<file path="config.mk">
export PLATFORM = sky130hd
export DESIGN_NAME = pwb_prep
export DESIGN_NICKNAME = d
export VERILOG_FILES = /design/src/sv/pwb_pkg.sv /design/src/sv/pwb_prep.sv
export SDC_FILE = /design/constraint.sdc
export NUM_CORES = 2
export LEC_CHECK = 0
export BUFFER_PORTS_ARGS = -buffer_cell sky130_fd_sc_hd__buf_2
export CELL_PAD_IN_SITES_DETAIL_PLACEMENT = 0
export CELL_PAD_IN_SITES_GLOBAL_PLACEMENT = 2
export CORE_MARGIN = 2
export CORE_UTILIZATION = 41
export CTS_CLUSTER_SIZE = 14
export DETAILED_ROUTE_END_ITERATION = 10
export PLACE_DENSITY_LB_ADDON = 0.05
export SETUP_SLACK_MARGIN = 0.05
export SLEW_MARGIN = 15
export SYNTH_ARGS = -nofsm -noshare
export SYNTH_HDL_FRONTEND = slang
export SYNTH_SLANG_ARGS = --single-unit
</file>
<file path="constraint.sdc">
create_clock -name i_clk -period 9.73 [get_ports i_clk]
set_clock_uncertainty 0.1 [all_clocks]
set_input_delay 0 -clock i_clk [delete_from_list [all_inputs] [get_ports i_clk]]
set_output_delay 0 -clock i_clk [all_outputs]
set_load 0.05 [all_outputs]
</file>
<file path="src/sv/pwb_pkg.sv">
// shared constants, types and gain functions for the world-to-body transform
package pwb_pkg;

    localparam int CORDIC_STAGES = 16;
    localparam int IDX_W         = (CORDIC_STAGES > 1) ? $clog2(CORDIC_STAGES) : 1;

    localparam int COORD_W = 32;
    localparam int QUAT_W  = 16;
    localparam int DIFF_W  = 33;
    localparam int PROD_W  = 32;
    localparam int ROT_W   = 36;
    localparam int INV_W   = 31;
    localparam int SPLIT_W = 18;
    localparam int PLO_W   = SPLIT_W + 1 + INV_W;
    localparam int PHI_W   = (ROT_W - SPLIT_W) + INV_W;
    localparam int ACC_W   = PHI_W + SPLIT_W + 1;
    localparam int FRAC_SH = 30;
    localparam int SCL_W   = ACC_W - FRAC_SH;

    localparam int PIPE_DEPTH = CORDIC_STAGES + 5;
    localparam int CNT_W      = $clog2(PIPE_DEPTH + 1);

    localparam logic signed [ROT_W-1:0] ONE_Q28 = ROT_W'(64'sd1 <<< 28);

    typedef struct packed {
        logic signed [ROT_W-1:0] c;
        logic signed [ROT_W-1:0] s;
        logic signed [ROT_W-1:0] dx;
        logic signed [ROT_W-1:0] dy;
        logic                    bypass;
    } t_rot;

    // squared gain of the stage chain, q60
    function automatic logic [63:0] gain_sq_q60();
        logic [63:0] g2;
        g2 = 64'd1 << 60;
        for (int i = 0; i < CORDIC_STAGES; i++) begin
            g2 = g2 + (g2 >> (2 * i));
        end
        return g2;
    endfunction

    function automatic logic [63:0] isqrt64(input logic [63:0] v);
        logic [63:0] n;
        logic [63:0] r;
        logic [63:0] b;
        n = v;
        r = '0;
        b = 64'd1 << 62;
        for (int k = 0; k < 32; k++) begin
            if (n >= r + b) begin
                n = n - (r + b);
                r = (r >> 1) + b;
            end else begin
                r = r >> 1;
            end
            b = b >> 2;
        end
        return r;
    endfunction

    localparam logic [63:0] GAIN_Q30     = isqrt64(gain_sq_q60());
    localparam logic [63:0] INV_GAIN_Q30 = (64'd1 << 60) / GAIN_Q30;
    localparam logic signed [INV_W-1:0] INV_GAIN = INV_W'(INV_GAIN_Q30);

endpackage

</file>
<file path="src/sv/pwb_prep.sv">
// offset, yaw terms and half-plane fold ahead of the rotation chain
module pwb_prep import pwb_pkg::*; (
    input  logic                      i_clk,
    input  logic                      i_rst_n,
    input  logic                      i_valid,
    output logic                      o_ready,
    input  logic signed [COORD_W-1:0] i_point_x,
    input  logic signed [COORD_W-1:0] i_point_y,
    input  logic signed [COORD_W-1:0] i_robot_x,
    input  logic signed [COORD_W-1:0] i_robot_y,
    input  logic signed [QUAT_W-1:0]  i_quat_x,
    input  logic signed [QUAT_W-1:0]  i_quat_y,
    input  logic signed [QUAT_W-1:0]  i_quat_z,
    input  logic signed [QUAT_W-1:0]  i_quat_w,
    output logic                      o_valid,
    input  logic                      i_ready,
    output t_rot                      o_data
);

    logic                     r_v1;
    logic                     r_v2;
    logic signed [DIFF_W-1:0] r_dx;
    logic signed [DIFF_W-1:0] r_dy;
    logic signed [PROD_W-1:0] r_wz;
    logic signed [PROD_W-1:0] r_xy;
    logic signed [PROD_W-1:0] r_yy;
    logic signed [PROD_W-1:0] r_zz;
    t_rot                     r_data;
    t_rot                     n_data;
    logic                     en1;
    logic                     en2;

    logic signed [DIFF_W-1:0] s_half;
    logic signed [DIFF_W-1:0] q_half;
    logic signed [ROT_W-1:0]  s_full;
    logic signed [ROT_W-1:0]  c_full;
    logic signed [ROT_W-1:0]  dx_full;
    logic signed [ROT_W-1:0]  dy_full;
    logic                     zero;

    assign en2     = !r_v2 || i_ready;
    assign en1     = !r_v1 || en2;
    assign o_ready = en1;
    assign o_valid = r_v2;
    assign o_data  = r_data;

    always_ff @(posedge i_clk) begin
        if (!i_rst_n) begin
            r_v1 <= 1'b0;
            r_v2 <= 1'b0;
        end else begin
            if (en1) begin
                r_v1 <= i_valid;
            end
            if (en2) begin
                r_v2 <= r_v1;
            end
        end
    end

    always_ff @(posedge i_clk) begin
        if (en1 && i_valid) begin
            r_dx <= DIFF_W'(i_point_x) - DIFF_W'(i_robot_x);
            r_dy <= DIFF_W'(i_point_y) - DIFF_W'(i_robot_y);
            r_wz <= PROD_W'(i_quat_w) * PROD_W'(i_quat_z);
            r_xy <= PROD_W'(i_quat_x) * PROD_W'(i_quat_y);
            r_yy <= PROD_W'(i_quat_y) * PROD_W'(i_quat_y);
            r_zz <= PROD_W'(i_quat_z) * PROD_W'(i_quat_z);
        end
        if (en2 && r_v1) begin
            r_data <= n_data;
        end
    end

    always_comb begin
        s_half  = DIFF_W'(r_wz) + DIFF_W'(r_xy);
        q_half  = DIFF_W'(r_yy) + DIFF_W'(r_zz);
        s_full  = ROT_W'(s_half) <<< 1;
        c_full  = ONE_Q28 - (ROT_W'(q_half) <<< 1);
        dx_full = ROT_W'(r_dx);
        dy_full = ROT_W'(r_dy);
        zero    = (s_full == '0) && (c_full == '0);

        n_data.bypass = zero;
        if (!zero && c_full[ROT_W-1]) begin
            n_data.c  = -c_full;
            n_data.s  = -s_full;
            n_data.dx = -dx_full;
            n_data.dy = -dy_full;
        end else begin
            n_data.c  = c_full;
            n_data.s  = s_full;
            n_data.dx = dx_full;
            n_data.dy = dy_full;
        end
    end

endmodule

</file>
==> reports/metrics.csv <==
stage,metric,value,unit
placed_design,pre_cts_slack,2231,ps
timing,worst_pin_slew,1324,ps
finish,synthToLayoutAreaGrowth,11.95,%
detailed_routing,first_pass_iters,6,
logic_synthesis,yosysTopAreaCell,fa_1,
logic_synthesis,synth.avg_cell_area,9.615,um^2
critical_path,crit_path_start_kind,input port,
floorplanning,rows,138,
finish,fillers,13840,
floorplanning,core,141100,um^2
critical_path,cp_data_required_time,9990,ps
detailed_routing,viasPerCell,4.953,
clock_network,cts_tree,built,
clock_network,cts_hold_buf,192,
clock_network,post-cts-setup-buffers,0,
logic_synthesis,synth_edf_count,335,
critical_path,path_class,in -> reg,
critical_path,arrival,7340,ps
timing,final_max_slew_viol_count,0,
detailed_routing,wire_per_inst,18.10,um
logic_synthesis,synthDistinctLibCells,94,
global_routing,track_usage,0.2180,
logic_synthesis,ys_top_cells_by_count,"1327 x inv_1, 996 x fa_1, 522 x nand2_1",
timing,timing.fmax,141.2,MHz
logic_synthesis,synth_warnings,0,
timing,setup_ws,2648,ps
clock_network,clock_sinks,337,
timing,min_period_over_period,0.7278,
clock_network,clk_pin_slew_worst_paths,60,ps
logic_synthesis,synth_area_leaders,"fa_1 34%, edfxtp_1 17%, ha_1 10%, inv_1 8.6%, xnor2_1 4.8%",
worst_hold_path,hold_path_class,in -> reg,
logic_synthesis,yosys_register_bits,337,
detailed_routing,routed_wl,151800,um
finish,fin_util,0.4608,
global_routing,grt_overflow_total,0,
critical_path,critPathCaptureType,register,
timing,post-route-min-period,7082,ps
clock_network,cts_resized,0,
logic_synthesis,ys.flop_type,edfxtp_1,
placed_design,numPortBuffers,340,
global_routing,grt_max_degree,88,
placed_design,dpl.hpwl,124900,um
clock_network,cts.path.max_buffers,3,
detailed_routing,drc,0,
logic_synthesis,yosysMostFrequentCell,inv_1,
global_routing,grt_first_pass_wirelength,248500,um
logic_synthesis,synth_cells,6039,
floorplanning,die_width,380.3,um
floorplanning,io_pins,343,
critical_path,critPathMaxFanout,30,
finish,fin_nets,8137,
placed_design,gp_congestion,0.8645,
logic_synthesis,ys_seq_area_frac,0.1739,
timing,setup_viol,0,
clock_network,cts-root-buf,clkbuf_16,
finish,layout-drive-gt1-share,0.07727,
timing,tns,0,ps
global_routing,grt_antenna_before_repair,3,
logic_synthesis,async_reset_ff_frac,0,
run,maxCapViolCount,0,
logic_synthesis,yosysTopAreaCellShare,0.3434,
critical_path,reg2reg_slack,3860,ps
clock_network,tritoncts.num_buffers,44,
detailed_routing,drt-initial-drc-count,2353,
timing,relSlewSlack,0.1109,
floorplanning,start_util,0.4116,
detailed_routing,detail-route-antenna-nets,0,
clock_network,htree_num_levels,2,
timing,hold_ws,60.53,ps
timing,grt_setup_unrepaired,false,
detailed_routing,vias,41540,
timing,hold_violations,0,
global_routing,grt_pass1_vias,44480,
clock_network,worstSkewPairLatency,620,ps
floorplanning,die_h,380.3,um
logic_synthesis,syn-cell-area,58060,um^2
floorplanning,dieArea,144600,um^2
outcome,status,"complete, no violations",
[registers in the layout (all words and copies together) (netlist names)]
register  cells
r_wz         32
r_yy         31
r_zz         31
o_data      143
o_valid       1
r_dy         33
r_dx         33
r_xy         32
r_v1          1
[kinds of logic after synthesis]
group | share of synthesized area
AND/OR/NAND/NOR | 0.1335
buffers and inverters | 0.09833
adder cells (fa/ha/maj) | 0.4466
AO/OA/AOI/OAI | 0.08553
XOR/XNOR | 0.06047
flip-flops | 0.1739
multiplexers | 0.001573
other | 0.00006458
[per-stage QoR]
stage                     instances  cell area, um^2
after detailed placement       8118            61620
after global routing           8387            65000
after CTS                      8387            65000
final                          8388            65000
after floorplan                6042            58080
after global placement         8118            61620
[layout make-up]
type                            instances  area [um^2]  area share
Antenna cell                            1        2.502  0.00003850
Clock buffer                           50         1145     0.01761
Clock inverter                         27        311.5    0.004793
Inverter                             1328         4985     0.07668
Multi-Input combinational cell       4197        42280      0.6504
Sequential cell                       337        10100      0.1554
Tap cell                             1890         2365     0.03638
Timing Repair Buffer                  558         3819     0.05874
[routing by layer]
| metal | vias to the layer above | GRT usage | share of wire |
|---|---|---|---|
| met3 | 98 | 0.02749 | 0.044 |
| met5 | - | 0 | 0 |
| li1 | 19940 | - | - |
| met2 | 753 | 0.3548 | 0.46 |
| met1 | 20750 | 0.3144 | 0.48 |
| met4 | 0 | 0.03902 | 0.017 |
[worst paths after layout]
kind                                    start  cells after the start        end
worst max-delay path              i_quat_z[0]                     27   r_zz[31]
worst min-delay path            i_robot_x[18]                      7   r_dx[19]
worst max register to register        r_xy[8]                     15  o_data[0]
worst min register to register        r_dy[0]                      0  o_data[1]
[placed cells by master, fill, tap and decap left out, types with 81 or more instances in the layout]
cell           count
o21ai_0          132
a21oi_1          215
dlygate4sd3_1    192
inv_1           1327
xor2_1            81
nand2_1          522
and2_1           343
nor2_1           269
buf_2            340
edfxtp_1         335
xnor2_1          318
ha_1             479
fa_1             996
nor3_1            84
[critical path: stages]
cell and delay, ps:
dlygate4sd3_1 530, buf_2 590, nor2_1 120, xnor2_1 170
ha_1 280, inv_1 40, fa_1 480, inv_1 50
fa_1 500, fa_1 430, fa_1 490, inv_1 50
fa_1 470, inv_1 40, ha_1 330, a21o_1 200
a21o_1 170, a21oi_1 290, nand2_1 70, or3_1 340
a31oi_1 450, o21ai_0 250, a41oi_1 330, a21o_1 200
o2111ai_1 150, a21oi_1 210, xnor2_1 90
Power is not shown: default switching activity piles up to over one toggle a cycle in this logic, so the estimate is an artifact.
