File: src/sv/pwb_pkg.sv
// shared constants, types and gain functions for the world-to-body transform
package pwb_pkg;

    localparam int CORDIC_STAGES = 16;
    localparam int IDX_W         = (CORDIC_STAGES > 1) ? $clog2(CORDIC_STAGES) : 1;

    localparam int COORD_W = 32;
    localparam int QUAT_W  = 16;
    localparam int DIFF_W  = 33;
    localparam int PROD_W  = 32;
    localparam int ROT_W   = 36;
    localparam int INV_W   = 31;
    localparam int SPLIT_W = 18;
    localparam int PLO_W   = SPLIT_W + 1 + INV_W;
    localparam int PHI_W   = (ROT_W - SPLIT_W) + INV_W;
    localparam int ACC_W   = PHI_W + SPLIT_W + 1;
    localparam int FRAC_SH = 30;
    localparam int SCL_W   = ACC_W - FRAC_SH;

    localparam int PIPE_DEPTH = CORDIC_STAGES + 5;
    localparam int CNT_W      = $clog2(PIPE_DEPTH + 1);

    localparam logic signed [ROT_W-1:0] ONE_Q28 = ROT_W'(64'sd1 <<< 28);

    typedef struct packed {
        logic signed [ROT_W-1:0] c;
        logic signed [ROT_W-1:0] s;
        logic signed [ROT_W-1:0] dx;
        logic signed [ROT_W-1:0] dy;
        logic                    bypass;
    } t_rot;

    // squared gain of the stage chain, q60
    function automatic logic [63:0] gain_sq_q60();
        logic [63:0] g2;
        g2 = 64'd1 << 60;
        for (int i = 0; i < CORDIC_STAGES; i++) begin
            g2 = g2 + (g2 >> (2 * i));
        end
        return g2;
    endfunction

    function automatic logic [63:0] isqrt64(input logic [63:0] v);
        logic [63:0] n;
        logic [63:0] r;
        logic [63:0] b;
        n = v;
        r = '0;
        b = 64'd1 << 62;
        for (int k = 0; k < 32; k++) begin
            if (n >= r + b) begin
                n = n - (r + b);
                r = (r >> 1) + b;
            end else begin
                r = r >> 1;
            end
            b = b >> 2;
        end
        return r;
    endfunction

    localparam logic [63:0] GAIN_Q30     = isqrt64(gain_sq_q60());
    localparam logic [63:0] INV_GAIN_Q30 = (64'd1 << 60) / GAIN_Q30;
    localparam logic signed [INV_W-1:0] INV_GAIN = INV_W'(INV_GAIN_Q30);

endpackage

File: src/sv/pwb_gain.sv
// gain correction with split multiply, rounding and saturation to q16.16
module pwb_gain import pwb_pkg::*; (
    input  logic                      i_clk,
    input  logic                      i_rst_n,
    input  logic                      i_valid,
    output logic                      o_ready,
    input  t_rot                      i_data,
    output logic                      o_valid,
    input  logic                      i_ready,
    output logic signed [COORD_W-1:0] o_local_x,
    output logic signed [COORD_W-1:0] o_local_y
);

    localparam logic signed [ACC_W-1:0] HALF = ACC_W'(64'sd1 <<< (FRAC_SH - 1));
    localparam logic signed [SCL_W-1:0] SAT_MAX = SCL_W'(64'sd2147483647);
    localparam logic signed [SCL_W-1:0] SAT_MIN = SCL_W'(-64'sd2147483648);

    function automatic logic signed [COORD_W-1:0] sat32(input logic signed [SCL_W-1:0] v);
        logic signed [COORD_W-1:0] r;
        if (v > SAT_MAX) begin
            r = COORD_W'(SAT_MAX);
        end else if (v < SAT_MIN) begin
            r = COORD_W'(SAT_MIN);
        end else begin
            r = COORD_W'(v);
        end
        return r;
    endfunction

    logic                      r_v1;
    logic                      r_v2;
    logic                      r_v3;
    logic                      en1;
    logic                      en2;
    logic                      en3;
    logic signed [PLO_W-1:0]   r_xlo;
    logic signed [PLO_W-1:0]   r_ylo;
    logic signed [PHI_W-1:0]   r_xhi;
    logic signed [PHI_W-1:0]   r_yhi;
    logic signed [ROT_W-1:0]   r_dx;
    logic signed [ROT_W-1:0]   r_dy;
    logic                      r_bypass;
    logic signed [SCL_W-1:0]   r_sx;
    logic signed [SCL_W-1:0]   r_sy;
    logic signed [COORD_W-1:0] r_lx;
    logic signed [COORD_W-1:0] r_ly;
    logic signed [ACC_W-1:0]   acc_x;
    logic signed [ACC_W-1:0]   acc_y;
    logic signed [SCL_W-1:0]   n_sx;
    logic signed [SCL_W-1:0]   n_sy;

    assign en3       = !r_v3 || i_ready;
    assign en2       = !r_v2 || en3;
    assign en1       = !r_v1 || en2;
    assign o_ready   = en1;
    assign o_valid   = r_v3;
    assign o_local_x = r_lx;
    assign o_local_y = r_ly;

    always_ff @(posedge i_clk) begin
        if (!i_rst_n) begin
            r_v1 <= 1'b0;
            r_v2 <= 1'b0;
            r_v3 <= 1'b0;
        end else begin
            if (en1) begin
                r_v1 <= i_valid;
            end
            if (en2) begin
                r_v2 <= r_v1;
            end
            if (en3) begin
                r_v3 <= r_v2;
            end
        end
    end

    // low half unsigned, high half signed
    always_ff @(posedge i_clk) begin
        if (en1 && i_valid) begin
            r_xlo    <= PLO_W'($signed({1'b0, i_data.dx[SPLIT_W-1:0]})) * PLO_W'(INV_GAIN);
            r_ylo    <= PLO_W'($signed({1'b0, i_data.dy[SPLIT_W-1:0]})) * PLO_W'(INV_GAIN);
            r_xhi    <= PHI_W'($signed(i_data.dx[ROT_W-1:SPLIT_W])) * PHI_W'(INV_GAIN);
            r_yhi    <= PHI_W'($signed(i_data.dy[ROT_W-1:SPLIT_W])) * PHI_W'(INV_GAIN);
            r_dx     <= i_data.dx;
            r_dy     <= i_data.dy;
            r_bypass <= i_data.bypass;
        end
        if (en2 && r_v1) begin
            r_sx <= n_sx;
            r_sy <= n_sy;
        end
        if (en3 && r_v2) begin
            r_lx <= sat32(r_sx);
            r_ly <= sat32(r_sy);
        end
    end

    always_comb begin
        acc_x = (ACC_W'(r_xhi) <<< SPLIT_W) + ACC_W'(r_xlo) + HALF;
        acc_y = (ACC_W'(r_yhi) <<< SPLIT_W) + ACC_W'(r_ylo) + HALF;
        if (r_bypass) begin
            n_sx = SCL_W'(r_dx);
            n_sy = SCL_W'(r_dy);
        end else begin
            n_sx = acc_x[ACC_W-1:FRAC_SH];
            n_sy = acc_y[ACC_W-1:FRAC_SH];
        end
    end

endmodule

File: config.mk
export PLATFORM = sky130hd
export DESIGN_NAME = pwb_gain
export DESIGN_NICKNAME = d
export VERILOG_FILES = /design/src/sv/pwb_pkg.sv /design/src/sv/pwb_gain.sv
export SDC_FILE = /design/constraint.sdc
export NUM_CORES = 2
export LEC_CHECK = 0
export ABC_CLOCK_PERIOD_IN_PS = 16200
export BUFFER_PORTS_ARGS = -buffer_cell sky130_fd_sc_hd__buf_2
export CORE_MARGIN = 2
export CORE_UTILIZATION = 30
export CTS_BUF_LIST = sky130_fd_sc_hd__clkbuf_8
export CTS_CLUSTER_SIZE = 25
export DETAILED_ROUTE_END_ITERATION = 8
export REMOVE_ABC_BUFFERS = 1
export SYNTH_ARGS = -nofsm -noshare
export SYNTH_HDL_FRONTEND = slang
export SYNTH_SLANG_ARGS = --single-unit
export TNS_END_PERCENT = 50
File: constraint.sdc
create_clock -name i_clk -period 16.2 [get_ports i_clk]
set_input_delay 0.81 -clock i_clk [delete_from_list [all_inputs] [get_ports i_clk]]
set_output_delay 0.81 -clock i_clk [all_outputs]
set_load 0.01 [all_outputs]
==> reports/results.tsv <==
stage	metric	value	unit
timing	rsz0062_at_grt	false	
die	die_height	417	um
logic_synthesis	synth_ff_type	edfxtp_1	
critical_path	arrival	7.73	ns
clock_tree	postCtsResizedCells	0	
clock_tree	clock_sinks	366	
place	port_buffers	142	
routing	detail_route.iter0.violations	1606	
critical_path	reg2reg_to	r_yhi[32]$_DFFE_PP_	
die	rows	151	
min_path	hold_start	i_data[0]	
clock_tree	cts_max_path_buffers	3	
timing	fin_crit	7.26	ns
routing	drt_pass1_iterations	5	
critical_path	cp_data_required_time	16.67	ns
clock_tree	cts_max_level	3	
die	coreArea	0.170	sq mm
clock_tree	clockRootBuffer	clkbuf_8	
timing	slew_headroom	25.6	%
min_path	worst_hold_path.endpoint	r_bypass$_DFFE_PP_	
clock_tree	cts_made_buffers	73	
logic_synthesis	synthArstFlopShare	0	%
status	outcome	completed	
routing	viasPerCell	4.55	
die	dieWidth	417	um
logic_synthesis	synth_edf_count	363	
routing	antenna_left	0	
routing	drc_errors	0	
place	place_congestion	0.932	
logic_synthesis	yosysSeqAreaShare	21.4	%
cells_and_area	fin_nets	6682	
critical_path	ff2ff_path_depth	5	
critical_path	critPathSlowestCell	fa_1	
logic_synthesis	syn_area_per_cell	10.9	sq um
die	ios	215	
place	placed_cell_area	0.0548	sq mm
cells_and_area	postLayoutCellArea	0.0562	sq mm
global_routing	grt_remaining_overflow	0	
cells_and_area	final_cells	7177	
timing	finalClockSkew	0.0433	ns
logic_synthesis	synthTopCellsByCount	1,351 x inv_1, 834 x fa_1, 802 x ha_1	
min_path	min_path_cells	1	
global_routing	grt_pass1_vias	36100	
critical_path	crit_buf_inv	5	
clock_tree	postCtsSetupRepairBufs	0	
logic_synthesis	synth_area	0.0513	sq mm
global_routing	grt_pass1_wl	205	mm
clock_tree	cts_tree	done	
cells_and_area	drive_above_1_share	5.95	%
cells_and_area	area_growth	9.64	%
logic_synthesis	ys_top_cells_by_area	fa_1 33%, edfxtp_1 21%, ha_1 20%	
critical_path	crit_path_frequent_cell	fa_1	
place	dp_hpwl	112	mm
routing	wirelength	130	mm
flow_run	maxCapViolations	0	
routing	via_count	32700	
critical_path	startpoint_type	input pin	
critical_path	max_stage_delay	0.72	ns
global_routing	antenna_found_initial	10	
critical_path	crit_path_start	i_data[46]	
critical_path	crit_family	adder cells	
place	placed_cells	7040	
logic_synthesis	synth.distinct_cells	75	
critical_path	critPathCaptureType	flop	
logic_synthesis	synth_top_cell_area_share	32.6	%
critical_path	r2r_setup_slack	11.89	ns
logic_synthesis	netlist_instances	4710	
critical_path	r2r-start	o_valid$_SDFFE_PN0P_	
timing	finalHoldViolCount	0	
logic_synthesis	yosysTopAreaCell	fa_1	
critical_path	crit_fanout	8	
logic_synthesis	yosysWarnings	0	
min_path	hold_class	input pin to flop	
timing	final_max_slew_viol_count	0	
timing	worstMarginPinSlew	1.11	ns
die	die-area	0.174	sq mm
global_routing	grt_max_degree	84	
routing	wl_per_cell	18.2	um
logic_synthesis	synth_most_common_cell	inv_1	
clock_tree	clkSlewWorstSetupHoldPaths	0.06	ns
logic_synthesis	synth-seq-cells	366	
critical_path	cp_cell_sequence	buf_2, ha_1, fa_1, inv_1, fa_1, fa_1, inv_1, fa_1, inv_1, fa_1, inv_1, ha_1, and3_1, a221o_1, a31oi_1, o32ai_2, a211oi_1, o21bai_1, a31oi_2, o21ai_0, a21oi_1, xnor2_1	
global_routing	grtUsageTotal	15.4	%
clock_tree	holdBufCountCts	0	
clock_tree	clkLatencyLatePin	0.76	ns
timing	finalSetupViolations	0	
die	start_util	30.2	%
timing	setup_tns	0	ns
critical_path	critPathKind	input pin to flop	
timing	clock.fmax	138	MHz
timing	fin_crit_sh	44.8	%
sequential cells by signal (all words and copies together), names as in the netlist:
register and cells:
o_local_x 32, o_local_y 32, o_valid 1, r_bypass 1, r_dx 36, r_dy 36, r_sx 38, r_sy 38
r_v1 1, r_v2 1, r_xhi 46, r_xlo 29, r_yhi 46, r_ylo 29
per-stage QoR:
step / hold WS, ns / setup WS (ns) / util, %
after global placement: 0.505 / 8.27 / 32.3
after detailed placement: 0.514 / 8.19 / 32.3
after floorplan: 0.444 / 2.94 / -
after global routing: 0.198 / 8.61 / 33.1
after CTS: 0.148 / 8.98 / 33.1
final: 0.242 / 8.94 / 33.1
cells in the final DEF (no fill, tap or decap), types with 28 or more instances in the layout:
| cell type | count |
|---|---|
| nor3_1 | 32 |
| o21ai_0 | 130 |
| xor2_1 | 62 |
| o21a_1 | 91 |
| buf_2 | 142 |
| fa_1 | 834 |
| edfxtp_1 | 363 |
| inv_1 | 1368 |
| xnor2_1 | 115 |
| clkbuf_8 | 74 |
| ha_1 | 802 |
| a21oi_1 | 144 |
| nor2_1 | 98 |
| nand4_1 | 30 |
| nand3_1 | 28 |
| nand2_1 | 147 |
| a21o_1 | 103 |
layout make-up:
type,instances,area [sq um]
sequential,366,11000
multi-input combinational,2949,35100
clock buffer,74,1020
antenna,5,12.5
clock inverter,58,428
tap,2218,2780
inverter,1351,5070
timing repair buffer,156,816
fill,17200,113000
worst max-delay path by stage:
| stage | endpoint | slack, ns | cells past startpoint |
|---|---|---|---|
| final | r_xlo[46]$_DFFE_PP_ | 8.94 | 22 |
| after global routing | r_xlo[47]$_DFFE_PP_ | 8.61 | 21 |
| after CTS | r_xlo[46]$_DFFE_PP_ | 8.98 | 22 |
| after detailed placement | r_xlo[46]$_DFFE_PP_ | 8.19 | 22 |
| after global placement | r_xlo[46]$_DFFE_PP_ | 8.27 | 22 |
| after floorplan | r_bypass$_DFFE_PP_ | 2.94 | 1 |
kinds of logic after synthesis:
group / after synthesis / share of synthesized area [%]
buf+inv: 1395 / 10.2
mux: 1 / 0.0195
xor+xnor: 177 / 3.02
compound gates: 653 / 8.55
simple gates: 482 / 4.67
fa+ha+maj: 1636 / 52.1
flops: 366 / 21.4
routing by layer:
layer	vias up	wire (um)	global-route usage, %	part of all wire (%)
li1	15500	-	-	-
met1	16300	52800	18.2	41
met2	638	66900	28.1	51
met3	208	5980	2.60	4.6
met4	2	4550	5.43	3.5
met5	-	13	0	0.010
Power is not shown: default switching activity piles up to over one toggle a cycle in this logic, so the estimate is an artifact.
